==> src/tfd_pkg.sv <==
// ----------------------------------------------------------------------------
// tfd_pkg
// shared types and constants of the length-prefixed frame deframer
// ----------------------------------------------------------------------------
package tfd_pkg;

    // header, record and frame layout
    localparam logic [7:0] HDR0           = 8'h55;
    localparam logic [7:0] HDR1           = 8'hAA;
    localparam logic [7:0] KIND_C5        = 8'hC5;
    localparam int         FRAME_OVERHEAD = 7;
    localparam int         RSSI_OFFSET    = 29;

    // crc-16/xmodem
    localparam logic [15:0] CRC_POLY = 16'h1021;
    localparam logic [15:0] CRC_INIT = 16'h0000;

    // widths of the stream ports
    localparam int CFG_W   = 10;
    localparam int TDATA_W = 120;

    // frame status codes
    localparam logic [2:0] STAT_OK       = 3'd0;
    localparam logic [2:0] STAT_TRUNC    = 3'd1;
    localparam logic [2:0] STAT_CRC_ERR  = 3'd2;
    localparam logic [2:0] STAT_OTHER    = 3'd3;
    localparam logic [2:0] STAT_TOO_LONG = 3'd4;
    localparam logic [2:0] STAT_SHORT    = 3'd5;

    // end-of-frame request from the parser to the result emitter
    typedef struct packed {
        logic        valid;
        logic [2:0]  status;
        logic [7:0]  rssi_n;
        logic [31:0] distance;
        logic [31:0] angle;
        logic [31:0] pitch;
        logic [7:0]  rssi_total;
    } tfd_done_t;

endpackage

==> src/tfd_ram.sv <==
// ----------------------------------------------------------------------------
// tfd_ram
// generic single-write, single-read ram with registered read data
// ----------------------------------------------------------------------------
module tfd_ram #(
    parameter int WIDTH = 8,
    parameter int DEPTH = 32,
    parameter int AW    = (DEPTH > 1) ? $clog2(DEPTH) : 1
) (
    input  logic             clk,
    input  logic             wr_en,
    input  logic [AW-1:0]    wr_addr,
    input  logic [WIDTH-1:0] wr_data,
    input  logic [AW-1:0]    rd_addr,
    output logic [WIDTH-1:0] rd_data
);

    logic [WIDTH-1:0] mem [DEPTH];
    logic [WIDTH-1:0] rd_data_reg;

    always_ff @(posedge clk) begin
        if (wr_en) begin
            mem[wr_addr] <= wr_data;
        end
        rd_data_reg <= mem[rd_addr];
    end

    assign rd_data = rd_data_reg;

endmodule

==> src/tfd_parse.sv <==
// ----------------------------------------------------------------------------
// tfd_parse
// byte-serial frame parser: header hunt, length, crc, record capture
// ----------------------------------------------------------------------------
module tfd_parse #(
    parameter int MAX_PACKET = 1024,
    parameter int RSSI_MAX   = 32,
    parameter int IDX_W      = 5
) (
    input  logic                      aclk,
    input  logic                      aresetn,
    input  logic                      byte_valid,
    input  logic [7:0]                rx_byte,
    input  logic [tfd_pkg::CFG_W-1:0] max_len,
    output logic                      ram_we,
    output logic [IDX_W-1:0]          ram_waddr,
    output logic [7:0]                ram_wdata,
    output tfd_pkg::tfd_done_t        done
);
    import tfd_pkg::*;

    localparam int CAP = MAX_PACKET - FRAME_OVERHEAD;

    typedef enum logic [7:0] {
        PH_HUNT0   = 8'b0000_0001,
        PH_HUNT1   = 8'b0000_0010,
        PH_SEQ     = 8'b0000_0100,
        PH_LEN_LO  = 8'b0000_1000,
        PH_LEN_HI  = 8'b0001_0000,
        PH_PAYLOAD = 8'b0010_0000,
        PH_CRC_HI  = 8'b0100_0000,
        PH_CRC_LO  = 8'b1000_0000
    } phase_t;

    function automatic logic [15:0] crc16_byte(input logic [15:0] crc_in,
                                               input logic [7:0] b);
        logic [15:0] c;
        c = crc_in ^ {b, 8'h00};
        for (int i = 0; i < 8; i++) begin
            c = c[15] ? ({c[14:0], 1'b0} ^ CRC_POLY) : {c[14:0], 1'b0};
        end
        return c;
    endfunction

    phase_t      phase_reg, phase_next;
    logic [15:0] pos_reg, pos_next;
    logic [15:0] len_reg, len_next;
    logic [15:0] crc_reg, crc_next;
    logic [7:0]  trail_hi_reg, trail_hi_next;
    logic [7:0]  kind_reg, kind_next;
    logic [31:0] dist_reg, dist_next;
    logic [31:0] angle_reg, angle_next;
    logic [31:0] pitch_reg, pitch_next;
    logic [7:0]  cnt_reg, cnt_next;

    logic [15:0] limit;
    logic [15:0] len_full;
    logic [15:0] wr_off;
    logic [15:0] avail;
    logic [7:0]  n_calc;

    assign limit = ({6'b0, max_len} < 16'(CAP)) ? {6'b0, max_len} : 16'(CAP);
    assign len_full = {rx_byte, len_reg[7:0]};
    assign wr_off   = pos_reg - 16'(RSSI_OFFSET);
    assign avail    = len_reg - 16'(RSSI_OFFSET);

    // stored rssi count: min(count, bytes present, store depth)
    always_comb begin
        n_calc = cnt_reg;
        if (avail < {8'h00, n_calc}) begin
            n_calc = avail[7:0];
        end
        if (8'(RSSI_MAX) < n_calc) begin
            n_calc = 8'(RSSI_MAX);
        end
    end

    always_comb begin
        phase_next    = phase_reg;
        pos_next      = pos_reg;
        len_next      = len_reg;
        crc_next      = crc_reg;
        trail_hi_next = trail_hi_reg;
        kind_next     = kind_reg;
        dist_next     = dist_reg;
        angle_next    = angle_reg;
        pitch_next    = pitch_reg;
        cnt_next      = cnt_reg;
        ram_we        = 1'b0;
        ram_waddr     = wr_off[IDX_W-1:0];
        ram_wdata     = rx_byte;
        done          = '0;
        if (byte_valid) begin
            case (phase_reg)
                PH_HUNT0: begin
                    if (rx_byte == HDR0) begin
                        phase_next = PH_HUNT1;
                    end
                end
                PH_HUNT1: begin
                    if (rx_byte == HDR1) begin
                        phase_next = PH_SEQ;
                    end else if (rx_byte != HDR0) begin
                        phase_next = PH_HUNT0;
                    end
                end
                PH_SEQ: begin
                    pos_next      = '0;
                    len_next      = '0;
                    crc_next      = CRC_INIT;
                    trail_hi_next = '0;
                    kind_next     = '0;
                    dist_next     = '0;
                    angle_next    = '0;
                    pitch_next    = '0;
                    cnt_next      = '0;
                    phase_next    = PH_LEN_LO;
                end
                PH_LEN_LO: begin
                    len_next   = {8'h00, rx_byte};
                    phase_next = PH_LEN_HI;
                end
                PH_LEN_HI: begin
                    len_next = len_full;
                    if (len_full > limit) begin
                        done.valid  = 1'b1;
                        done.status = STAT_TOO_LONG;
                        phase_next  = PH_HUNT0;
                    end else if (len_full == 16'd0) begin
                        phase_next = PH_CRC_HI;
                    end else begin
                        phase_next = PH_PAYLOAD;
                    end
                end
                PH_PAYLOAD: begin
                    if (pos_reg == 16'd0) begin
                        kind_next = rx_byte;
                    end else if (pos_reg inside {[16:19]}) begin
                        dist_next[{pos_reg[1:0], 3'b000} +: 8] = rx_byte;
                    end else if (pos_reg inside {[20:23]}) begin
                        angle_next[{pos_reg[1:0], 3'b000} +: 8] = rx_byte;
                    end else if (pos_reg inside {[24:27]}) begin
                        pitch_next[{pos_reg[1:0], 3'b000} +: 8] = rx_byte;
                    end else if (pos_reg == 16'd28) begin
                        cnt_next = rx_byte;
                    end else if (pos_reg >= 16'(RSSI_OFFSET) && wr_off < 16'(RSSI_MAX)) begin
                        ram_we = 1'b1;
                    end
                    crc_next = crc16_byte(crc_reg, rx_byte);
                    pos_next = pos_reg + 16'd1;
                    if (pos_next >= len_reg) begin
                        phase_next = PH_CRC_HI;
                    end
                end
                PH_CRC_HI: begin
                    trail_hi_next = rx_byte;
                    phase_next    = PH_CRC_LO;
                end
                PH_CRC_LO: begin
                    done.valid = 1'b1;
                    phase_next = PH_HUNT0;
                    if ({trail_hi_reg, rx_byte} != crc_reg) begin
                        done.status = STAT_CRC_ERR;
                    end else if (kind_reg != KIND_C5) begin
                        done.status = STAT_OTHER;
                    end else if (len_reg < 16'(RSSI_OFFSET)) begin
                        done.status = STAT_SHORT;
                    end else begin
                        done.status     = (n_calc < cnt_reg) ? STAT_TRUNC : STAT_OK;
                        done.rssi_n     = n_calc;
                        done.distance   = dist_reg;
                        done.angle      = angle_reg;
                        done.pitch      = pitch_reg;
                        done.rssi_total = cnt_reg;
                    end
                end
                default: begin
                    phase_next = PH_HUNT0;
                end
            endcase
        end
    end

    always_ff @(posedge aclk) begin
        if (!aresetn) begin
            phase_reg <= PH_HUNT0;
        end else begin
            phase_reg <= phase_next;
        end
        pos_reg      <= pos_next;
        len_reg      <= len_next;
        crc_reg      <= crc_next;
        trail_hi_reg <= trail_hi_next;
        kind_reg     <= kind_next;
        dist_reg     <= dist_next;
        angle_reg    <= angle_next;
        pitch_reg    <= pitch_next;
        cnt_reg      <= cnt_next;
    end

endmodule

==> src/tfd_emit.sv <==
// ----------------------------------------------------------------------------
// tfd_emit
// result emitter: status result, then rssi results read back from the store
// ----------------------------------------------------------------------------
module tfd_emit #(
    parameter int IDX_W    = 5,
    parameter int CNT_W    = 6
) (
    input  logic                        aclk,
    input  logic                        aresetn,
    input  tfd_pkg::tfd_done_t          done,
    output logic [IDX_W-1:0]            rd_addr,
    input  logic [7:0]                  rd_data,
    output logic                        byte_ok,
    output logic                        busy,
    output logic                        m_tvalid,
    input  logic                        m_tready,
    output logic [tfd_pkg::TDATA_W-1:0] m_tdata,
    output logic                        m_tuser,
    output logic                        m_tlast
);
    import tfd_pkg::*;

    typedef enum logic [1:0] {
        EM_IDLE = 2'b01,
        EM_RSSI = 2'b10
    } emit_state_t;

    emit_state_t     state_reg;
    logic [CNT_W-1:0] idx_reg;
    logic [CNT_W-1:0] n_reg;
    logic            rd_ok_reg;
    logic            valid_reg;
    logic [2:0]      status_reg;
    logic [31:0]     dist_reg;
    logic [31:0]     angle_reg;
    logic [31:0]     pitch_reg;
    logic [7:0]      total_reg;
    logic [7:0]      sample_reg;
    logic            is_rssi_reg;
    logic            last_reg;
    logic            out_free;
    logic            load_rssi;
    logic [CNT_W-1:0] idx_inc;

    assign out_free  = !valid_reg || m_tready;
    assign load_rssi = (state_reg == EM_RSSI) && out_free && rd_ok_reg;
    assign idx_inc   = idx_reg + CNT_W'(1);
    assign rd_addr   = idx_reg[IDX_W-1:0];
    assign byte_ok   = (state_reg == EM_IDLE) && out_free;
    assign busy      = (state_reg != EM_IDLE);

    always_ff @(posedge aclk) begin
        if (!aresetn) begin
            state_reg <= EM_IDLE;
            valid_reg <= 1'b0;
            rd_ok_reg <= 1'b0;
        end else begin
            rd_ok_reg <= 1'b1;
            case (state_reg)
                EM_IDLE: begin
                    if (done.valid) begin
                        valid_reg <= 1'b1;
                        rd_ok_reg <= 1'b0;
                        if (done.rssi_n != 8'd0) begin
                            state_reg <= EM_RSSI;
                        end
                    end else if (m_tready) begin
                        valid_reg <= 1'b0;
                    end
                end
                EM_RSSI: begin
                    if (load_rssi) begin
                        valid_reg <= 1'b1;
                        rd_ok_reg <= 1'b0;
                        if (idx_inc == n_reg) begin
                            state_reg <= EM_IDLE;
                        end
                    end else if (m_tready) begin
                        valid_reg <= 1'b0;
                    end
                end
                default: begin
                    state_reg <= EM_IDLE;
                    valid_reg <= 1'b0;
                end
            endcase
        end
    end

    // result payload
    always_ff @(posedge aclk) begin
        if ((state_reg == EM_IDLE) && done.valid) begin
            status_reg  <= done.status;
            dist_reg    <= done.distance;
            angle_reg   <= done.angle;
            pitch_reg   <= done.pitch;
            total_reg   <= done.rssi_total;
            sample_reg  <= 8'h00;
            is_rssi_reg <= 1'b0;
            last_reg    <= (done.rssi_n == 8'd0);
            n_reg       <= CNT_W'(done.rssi_n);
            idx_reg     <= '0;
        end else if (load_rssi) begin
            sample_reg  <= rd_data;
            is_rssi_reg <= 1'b1;
            last_reg    <= (idx_inc == n_reg);
            idx_reg     <= idx_inc;
        end
    end

    assign m_tvalid = valid_reg;
    assign m_tdata  = {5'b0, sample_reg, total_reg, pitch_reg, angle_reg, dist_reg, status_reg};
    assign m_tuser  = is_rssi_reg;
    assign m_tlast  = last_reg;

endmodule

==> src/tlv_frame_deframer_crc16_top.sv <==
// ----------------------------------------------------------------------------
// tlv_frame_deframer_crc16_top
// deframer for 0x55 0xaa length-prefixed frames checked by crc-16/xmodem,
// with capture of the type-0xc5 record at the payload start and readout of its rssi bytes
// ----------------------------------------------------------------------------
//
// channel   dir  handshake            content
// --------  ---  -------------------  -------------------------------------------
// s_*       in   s_tvalid / s_tready  s_tdata[7:0] rx_byte
// m_*       out  m_tvalid / m_tready  m_tdata status/words/rssi, tuser, tlast
// cfg_*     in   cfg_valid/cfg_ready  cfg_data[9:0] max_payload_len
//
// one byte per cycle while a frame is parsed and the output register is free;
// the crc runs a byte per cycle; at frame end the status result is loaded,
// then each rssi result waits for the registered read of the rssi store
// s_tready stays low from the end-of-frame byte until the last result is
// loaded and the output register is free again
// aresetn is synchronous; max_payload_len returns to 1017, the rssi store
// is not cleared (only entries written in the current frame are read)
//
module tlv_frame_deframer_crc16_top #(
    parameter int MAX_PACKET = 1024,
    parameter int RSSI_MAX   = 32
) (
    input  logic                        aclk,
    input  logic                        aresetn,
    // rx_byte
    input  logic                        s_tvalid,
    output logic                        s_tready,
    input  logic [7:0]                  s_tdata,   // [7:0] rx_byte
    // results
    output logic                        m_tvalid,
    input  logic                        m_tready,
    output logic [tfd_pkg::TDATA_W-1:0] m_tdata,   // [2:0] frame_status,
                                                   // [34:3] distance_bits,
                                                   // [66:35] angle_bits,
                                                   // [98:67] pitch_bits,
                                                   // [106:99] rssi_total,
                                                   // [114:107] rssi_sample
    output logic                        m_tuser,   // [0] is_rssi_item
    output logic                        m_tlast,   // last_of_frame
    // max_payload_len register
    input  logic                        cfg_valid,
    output logic                        cfg_ready,
    input  logic [tfd_pkg::CFG_W-1:0]   cfg_data
);
    import tfd_pkg::*;

    localparam int IDX_W = (RSSI_MAX > 1) ? $clog2(RSSI_MAX) : 1;
    localparam int CNT_W = $clog2(RSSI_MAX + 1);

    logic [CFG_W-1:0] max_len_reg;
    logic             byte_valid;
    logic             byte_ok;
    logic             emit_busy;
    logic             ram_we;
    logic [IDX_W-1:0] ram_waddr;
    logic [7:0]       ram_wdata;
    logic [IDX_W-1:0] ram_raddr;
    logic [7:0]       ram_rdata;
    tfd_done_t        done;

    // configuration is always taken; the user must write it only while the block is idle
    assign cfg_ready = 1'b1;

    always_ff @(posedge aclk) begin
        if (!aresetn) begin
            max_len_reg <= CFG_W'(1017);
        end else if (cfg_valid) begin
            max_len_reg <= cfg_data;
        end
    end

    // a byte is taken only when the emitter could load a result for it
    assign s_tready   = byte_ok;
    assign byte_valid = s_tvalid && s_tready;

    tfd_parse #(
        .MAX_PACKET (MAX_PACKET),
        .RSSI_MAX   (RSSI_MAX),
        .IDX_W      (IDX_W)
    ) u_parse (
        .aclk       (aclk),
        .aresetn    (aresetn),
        .byte_valid (byte_valid),
        .rx_byte    (s_tdata),
        .max_len    (max_len_reg),
        .ram_we     (ram_we),
        .ram_waddr  (ram_waddr),
        .ram_wdata  (ram_wdata),
        .done       (done)
    );

    // rssi store: written by the parser, read back by the emitter
    tfd_ram #(
        .WIDTH   (8),
        .DEPTH   (RSSI_MAX),
        .AW      (IDX_W)
    ) u_rssi_ram (
        .clk     (aclk),
        .wr_en   (ram_we),
        .wr_addr (ram_waddr),
        .wr_data (ram_wdata),
        .rd_addr (ram_raddr),
        .rd_data (ram_rdata)
    );

    tfd_emit #(
        .IDX_W    (IDX_W),
        .CNT_W    (CNT_W)
    ) u_emit (
        .aclk     (aclk),
        .aresetn  (aresetn),
        .done     (done),
        .rd_addr  (ram_raddr),
        .rd_data  (ram_rdata),
        .byte_ok  (byte_ok),
        .busy     (emit_busy),
        .m_tvalid (m_tvalid),
        .m_tready (m_tready),
        .m_tdata  (m_tdata),
        .m_tuser  (m_tuser),
        .m_tlast  (m_tlast)
    );

    // end-of-frame requests come only from accepted bytes
    assert property (@(posedge aclk) disable iff (!aresetn)
        done.valid |-> (s_tvalid && s_tready))
        else $error("frame request without an accepted byte");

    // the store is never written while rssi results are being read out
    assert property (@(posedge aclk) disable iff (!aresetn)
        ram_we |-> !emit_busy)
        else $error("rssi store written during readout");

    // rssi results only follow a good frame
    assert property (@(posedge aclk) disable iff (!aresetn)
        (m_tvalid && m_tuser) |-> (m_tdata[2:0] == STAT_OK || m_tdata[2:0] == STAT_TRUNC))
        else $error("rssi result with a failing status");

    // after the final result of a frame is taken and no byte arrives, output is empty
    assert property (@(posedge aclk) disable iff (!aresetn)
        (m_tvalid && m_tready && m_tlast && !(s_tvalid && s_tready)) |=> !m_tvalid)
        else $error("result shown after the end of a frame");

endmodule

==> config.mk <==
export PLATFORM = sky130hd
export DESIGN_NAME = tlv_frame_deframer_crc16_top
export DESIGN_NICKNAME = d
export VERILOG_FILES = /design/src/tfd_pkg.sv /design/src/tfd_ram.sv /design/src/tfd_parse.sv /design/src/tfd_emit.sv /design/src/tlv_frame_deframer_crc16_top.sv
export SDC_FILE = /design/constraint.sdc
export NUM_CORES = 1
export LEC_CHECK = 0
export ABC_AREA = 1
export BUFFER_PORTS_ARGS = -buffer_cell sky130_fd_sc_hd__buf_2
export CORE_ASPECT_RATIO = 1.5
export CORE_MARGIN = 2
export CORE_UTILIZATION = 34
export CTS_BUF_LIST = sky130_fd_sc_hd__clkbuf_8
export DETAILED_ROUTE_END_ITERATION = 7
export GPL_ROUTABILITY_DRIVEN = 1
export SYNTH_ARGS = -nofsm -noshare
export SYNTH_HDL_FRONTEND = slang
export SYNTH_HIERARCHICAL = 1
export SYNTH_SLANG_ARGS = --single-unit
==> constraint.sdc <==
create_clock -name aclk -period 8.4 [get_ports aclk]
set_clock_uncertainty 0.1 [all_clocks]
set_input_delay 1.26 -clock aclk [delete_from_list [all_inputs] [get_ports aclk]]
set_output_delay 1.26 -clock aclk [all_outputs]
set_load 0.02 [all_outputs]
After elaboration in Yosys (flattened, before gate mapping) --
Memories as Yosys holds them, arrays and structs flattened. A register that Yosys moved wholly into a read port is not among the register bits. Index checks and enable logic that the tools add are counted.
Word-level totals: register bits 319, memory bits (writable) 256, bits of input ports 23, output and inout port bits 125, word-level logic and storage cells 205, memories kept 1
Memories:
- u_rssi_ram.mem | words 32, width 8, read ports 1, clocked after memory_dff 1, write ports 1, RTL line tfd_ram.sv:18 | logic [WIDTH-1:0] mem [DEPTH];
Cells by class: add/subtract/negate cells 5, magnitude comparators 15, eq/ne operators 33, shift-type cells 2, mux-type cells 80, bitwise gates (word level) 12, reduce and logical (&&, ||, !) cells 32
Operators by type and width (number):
- $mux 112 | 4
- $mux 32 | 9
- $pmux 32 s2 | 3
- $mux 116 | 1
- $mux 13 | 8
- $bwmux 32 | 3
- $mux 8 | 12
- $ge 16x5->1 const B | 4
- $pmux 16 s2 | 2
- $pmux 8 s7 | 1
- $le 16x5->1 const B | 3
- $pmux 16 s3 | 1
- $pmux 8 s2 | 3
- $logic_not 16->1 | 2
- $shift 8x7->32 const A | 1
- $shiftx 8x7->32 | 1
- $sub 16x5->16 const B | 2
- $not 3->3 | 8
- $ne 2x1->1 const B | 10
- $mux 1 | 18
- $add 16x1->16 const B | 1
- $eq 16x5->1 const B | 1
- $eq 8x7->1 const B | 2
- $eq 8x8->1 const B | 2
- other kinds (48) | 77

Depth between registers and ports, before layout --
word-level depth 18, depth in mapped cells 30, mapped depth without buffers 29

Hierarchy --
Netlist, hierarchy kept.
By module, submodules not included:
- tfd_parse | instances 1, cells each 1436, area an instance 11184.5 um^2, sequential area each 5205.0 um^2
- tfd_ram | instances 1, cells each 922, area an instance 10786.6 um^2, sequential area each 7847.5 um^2
- tfd_emit | instances 1, cells each 281, area an instance 4551.9 um^2, sequential area each 3803.6 um^2
- tlv_frame_deframer_crc16_top | instances 1, cells each 51, area an instance 386.6 um^2, sequential area each 200.2 um^2

Least setup slack after synthesis --
Ideal clock, no wire load.
path type in2reg, from in s_tdata[2], to reg u_emit.angle_reg[0] (enable), setup time 0.523 ns, data arrival time 5.696 ns, data required time 7.777 ns, path slack 2.081 ns, stages on the path 13, path buffers 2, cell sequence clkbuf_1 nor2_1 nand3_1 inv_1 o21ai_0 nand3_1 a21oi_1 nor2_1 nand2_1 nand2_1 nand2_1 inv_1 clkbuf_1
RTL lines:
- from (decl) | RTL line tlv_frame_deframer_crc16_top.sv:30 | input logic [7:0] s_tdata,
- to (signal assigned) | RTL line tfd_emit.sv:96 | angle_reg <= done.angle;
- to (decl) | RTL line tfd_emit.sv:36 | logic [31:0] angle_reg;

Worst setup path after layout --
from reg u_parse.pos_reg[0], to mem u_rssi_ram.mem[10][4] (enable)
On the way: longest elaborated chain between the ends 13, elaborated cells on any way between the ends 25, those cells by class add/sub: 1; order compare: 8; eq/ne: 1; mux: 10; reduce/logical: 5
Ends and longest elaborated chain:
- from (decl) | RTL line tfd_parse.sv:46 | logic [15:0] pos_reg, pos_next;
- from (signal assigned) | RTL line tfd_parse.sv:190 | pos_reg <= pos_next;
- $sub 16x5->16 | RTL line tfd_parse.sv:64 | assign wr_off = pos_reg - 16'(RSSI_OFFSET);
- named net ram_waddr[0] | RTL line tlv_frame_deframer_crc16_top.sv:57 | logic [IDX_W-1:0] ram_waddr;
- $lt 16x6->1 | RTL line tfd_parse.sv:146 | end else if (pos_reg >= 16'(RSSI_OFFSET) && wr_off < 16'(RSSI_MAX)) begin
- $logic_and 1x1->1 | RTL line tfd_parse.sv:146
- $mux 1 | RTL line tfd_parse.sv:146
- $mux 1 | RTL line tfd_parse.sv:144 | end else if (pos_reg == 16'd28) begin
- $mux 1 | RTL line tfd_parse.sv:142 | end else if (pos_reg inside {[24:27]}) begin
- $mux 1 | RTL line tfd_parse.sv:140 | end else if (pos_reg inside {[20:23]}) begin
- $mux 1 | RTL line tfd_parse.sv:138 | end else if (pos_reg inside {[16:19]}) begin
- $mux 1 | RTL line tfd_parse.sv:136 | if (pos_reg == 16'd0) begin
- $mux 1 | RTL line tfd_parse.sv:94 | case (phase_reg)
- $mux 1 | RTL line tfd_parse.sv:93 | if (byte_valid) begin
- named net ram_we | RTL line tlv_frame_deframer_crc16_top.sv:56 | logic ram_we;
- $mux 1 | RTL line tfd_ram.sv:22 | if (wr_en) begin
- $mux 1 (implied by the code) | RTL line tfd_ram.sv:23 | mem[wr_addr] <= wr_data;
- to (decl) | RTL line tfd_ram.sv:18
The timed path passes the listed nets, and every way through them passes these cells.

==> results.py <==
metrics = {
    "sta": {
        "period_needed_ps": 5130,
        "fin_setup_tns_ps": 0,
        "worst_pin_slew_ps": 1110,
        "max_freq_ghz": 0.195,
        "hold_slack_ps": 340,
        "timing.final.hold_violations": 0,
        "rsz0062_at_grt": "no",
        "setup_violations": 0,
        "post-route-period-util_pct": 61.1,
        "maxSlewHeadroom_pct": 25.4,
        "report.final.slew_viol_count": 0,
    },
    "synthesis": {
        "synthDistinctLibCells": 49,
        "ys.warnings.count": 6,
        "yosys.area.top_type_share_pct": 60.0,
        "ys_seq_area_share_pct": 63.4,
        "synthTopCellsByArea": "edfxtp_1 (60%), nand2_1 (8.9%), nand3_1 (4.9%), inv_1 (4.7%), nor2_1 (4.4%)",
        "synth_cells": 2690,
        "synth_compound_area_share_pct": 4.18,
        "synthTopCellsByCount": "nand2_1 (641), edfxtp_1 (538), inv_1 (340)",
        "synth.area.mux_share_pct": 0,
        "yosysTopAreaCell": "edfxtp_1",
        "synth.avg_cell_area_sq_um": 10.0,
        "synth.most_common_cell": "nand2_1",
        "synth_top_family_by_area": "simple AND/OR/NAND/NOR gates",
        "ys_ff_latch": 583,
        "yosys.area_share.adder_pct": 2.37,
        "synth_edf_count": 538,
        "synth_flop_cell": "edfxtp_1",
        "syn_area_sq_um": 26900,
        "async_flop_share_pct": 0,
        "synth_xor_xnor_area_share_pct": 1.46,
        "yosys.area_share.simple_pct": 20.6,
    },
    "setup_path": {
        "ff2ff_path_depth": 10,
        "reg2reg_from": "u_parse/pos_reg[0]$_SDFFCE_PN0P_",
        "rr_endpoint": "u_rssi_ram/mem[10][4]$_DFFE_PP_",
        "critical_path_class": "flop to flop",
        "worstPathRequired_ps": 8610,
        "cp.arrival_ps": 5340,
        "worstPathCellList": "inv_1 -> ha_1 -> nor3_1 -> nor2_1 -> xor2_1 -> a2111oi_0 -> nand3_1 -> nor4_1 -> nand3_1 -> nor2_1",
        "endpoint": "u_rssi_ram/mem[10][4]$_DFFE_PP_",
        "end_kind": "flop",
        "worstPathMaxFanout": 17,
        "ff2ff_setup_slack_ps": 3270,
        "start_kind": "flop",
        "crit_family": "simple AND/OR/NAND/NOR gates",
        "crit_cells": 10,
        "max_stage_delay_ps": 770,
        "startpoint": "u_parse/pos_reg[0]$_SDFFCE_PN0P_",
        "critPathSlowestCell": "nor2_1",
        "timing.critical_path.buf_inv": 1,
    },
    "global_routing": {
        "first_global_vias": 18882,
        "track_usage_pct": 17.1,
        "overflow": 0,
        "gr-usage-met2_pct": 31.7,
        "grt_pass1_wl_um": 106000,
        "grt_max_degree": 87,
        "grt-busiest-layer": "met2",
        "grt.met1_usage_pct": 18.5,
        "antenna_found_initial": 1,
        "use_met3_pct": 2.67,
    },
    "final_layout": {
        "final_area_sq_um": 30100,
        "largest_reg_flops": 256,
        "areaGrowthSynthToFinish_pct": 11.7,
        "fillCellCount": 7898,
        "drive_above_1_share_pct": 11.6,
        "utilization_pct": 38.3,
        "nets": 2895,
        "regMostFlops": "u_rssi_ram/mem",
    },
    "drt": {
        "routed_wl_um": 70100,
        "viasPerCell": 4.77,
        "drcViolationCount": 0,
        "routedWlPerCell_um": 17.9,
        "antenna_left": 0,
        "drtIter0Drc": 1267,
        "route.vias.total": 18672,
        "first_pass_iters": 6,
    },
    "placed_design": {
        "dp_hpwl_um": 46900,
        "place_congestion": 0.895,
        "placed_area_sq_um": 28400,
        "io_buffer_count": 141,
    },
    "floorplanning": {
        "die_height_um": 349,
        "rows": 126,
        "start_util_pct": 34.3,
        "fp.dieW_um": 234,
        "ioPinCount": 148,
        "core_sq_um": 78500,
        "die_area_sq_um": 81500,
    },
    "clock_network": {
        "cts.sink_count": 583,
        "cts_tree": "done",
        "htreeDepth": 3,
        "clock_latency_ps": 710,
        "cts_resized": 0,
        "path_clk_slew_ps": 70,
        "numCtsBuffers": 84,
        "cts.hold.buffers_added": 0,
        "cts.path.max_buffers": 3,
        "post_cts_buffers": 0,
        "root_buffer": "clkbuf_8",
    },
    "power_and_ir_drop": {
        "total_power_w": 0.00741,
        "peakVddDrop_uv": 135,
        "leakage_nw": 12.7,
        "power_density_nw_per_um2": 247,
    },
    "job": {
        "cap_viol_max_count": 0,
    },
    "worst_hold_path": {
        "hold_class": "flop to flop",
    },
    "run_status": {
        "status": "complete, no violations",
    },
}
-- layout by cell type, fill, tap and decap left out, types with 26 or more instances in the layout --
cell type / n
nor2_1: 317
o21ai_0: 98
nand3_1: 261
inv_1: 361
ha_1: 51
a21oi_1: 70
dfxtp_1: 43
nand2_1: 641
edfxtp_1: 538
xnor2_1: 27
buf_2: 141
clkbuf_8: 89
nand4_1: 26
-- stage by stage --
stage / instances / setup slack (ps)
after floorplan: 2697 / 2080
after global placement: 3759 / 3070
after detailed placement: 3759 / 3120
after CTS: 3911 / 3340
after global routing: 3912 / 2830
final: 3912 / 3270
-- report_power, final --
group          switching [W]  internal, W
clock network        0.00109      0.00120
logic                0.00122     0.000472
registers           0.000131      0.00330
total                0.00244      0.00497
-- kinds of logic after synthesis --
family / after synthesis
xor+xnor: 45
flops: 583
buf+inv: 485
fa+ha+maj: 51
compound gates: 208
simple gates: 1315
other cells: 3
-- worst reg2reg max path, stage by stage, from the launching register on --
cell       delay [ps]
edfxtp_1          700
inv_1             290
ha_1              400
nor3_1            380
nor2_1            140
xor2_1            160
a2111oi_0         380
nand3_1           120
nor4_1            580
nand3_1           700
nor2_1            780
-- how the worst min path moves through the flow --
stage,startpoint,endpoint,cells past startpoint
after floorplan,max_len_reg[3]$_SDFFE_PN1P_,max_len_reg[3]$_SDFFE_PN1P_,2
after global placement,u_rssi_ram/rd_data[6]$_DFF_P_,u_emit/sample_reg[6]$_SDFFE_PP0P_,2
after detailed placement,u_rssi_ram/rd_data[3]$_DFF_P_,u_emit/sample_reg[3]$_SDFFE_PP0P_,2
after CTS,u_rssi_ram/rd_data[3]$_DFF_P_,u_emit/sample_reg[3]$_SDFFE_PP0P_,2
after global routing,u_rssi_ram/rd_data[6]$_DFF_P_,u_emit/sample_reg[6]$_SDFFE_PP0P_,2
final,u_rssi_ram/rd_data[3]$_DFF_P_,u_emit/sample_reg[3]$_SDFFE_PP0P_,2
-- layout make-up --
class / instances / area [sq um] / area share, %
Tap cell: 1024 / 1280 / 4.26
Antenna cell: 1 / 2.50 / 0.00832
Clock buffer: 89 / 1220 / 4.07
Clock inverter: 63 / 475 / 1.58
Timing Repair Buffer: 165 / 886 / 2.95
Inverter: 358 / 1350 / 4.48
Multi-Input combinational cell: 1629 / 7780 / 25.9
Sequential cell: 583 / 17100 / 56.8
-- metal layers --
| layer | up-vias | part of all wire, % |
|---|---|---|
| met3 | 177 | 4.6 |
| met1 | 8845 | 37 |
| met4 | 0 | 5.0 |
| li1 | 9139 | - |
| met2 | 511 | 53 |
| met5 | - | 0 |
(Power assumes the default switching activity.)
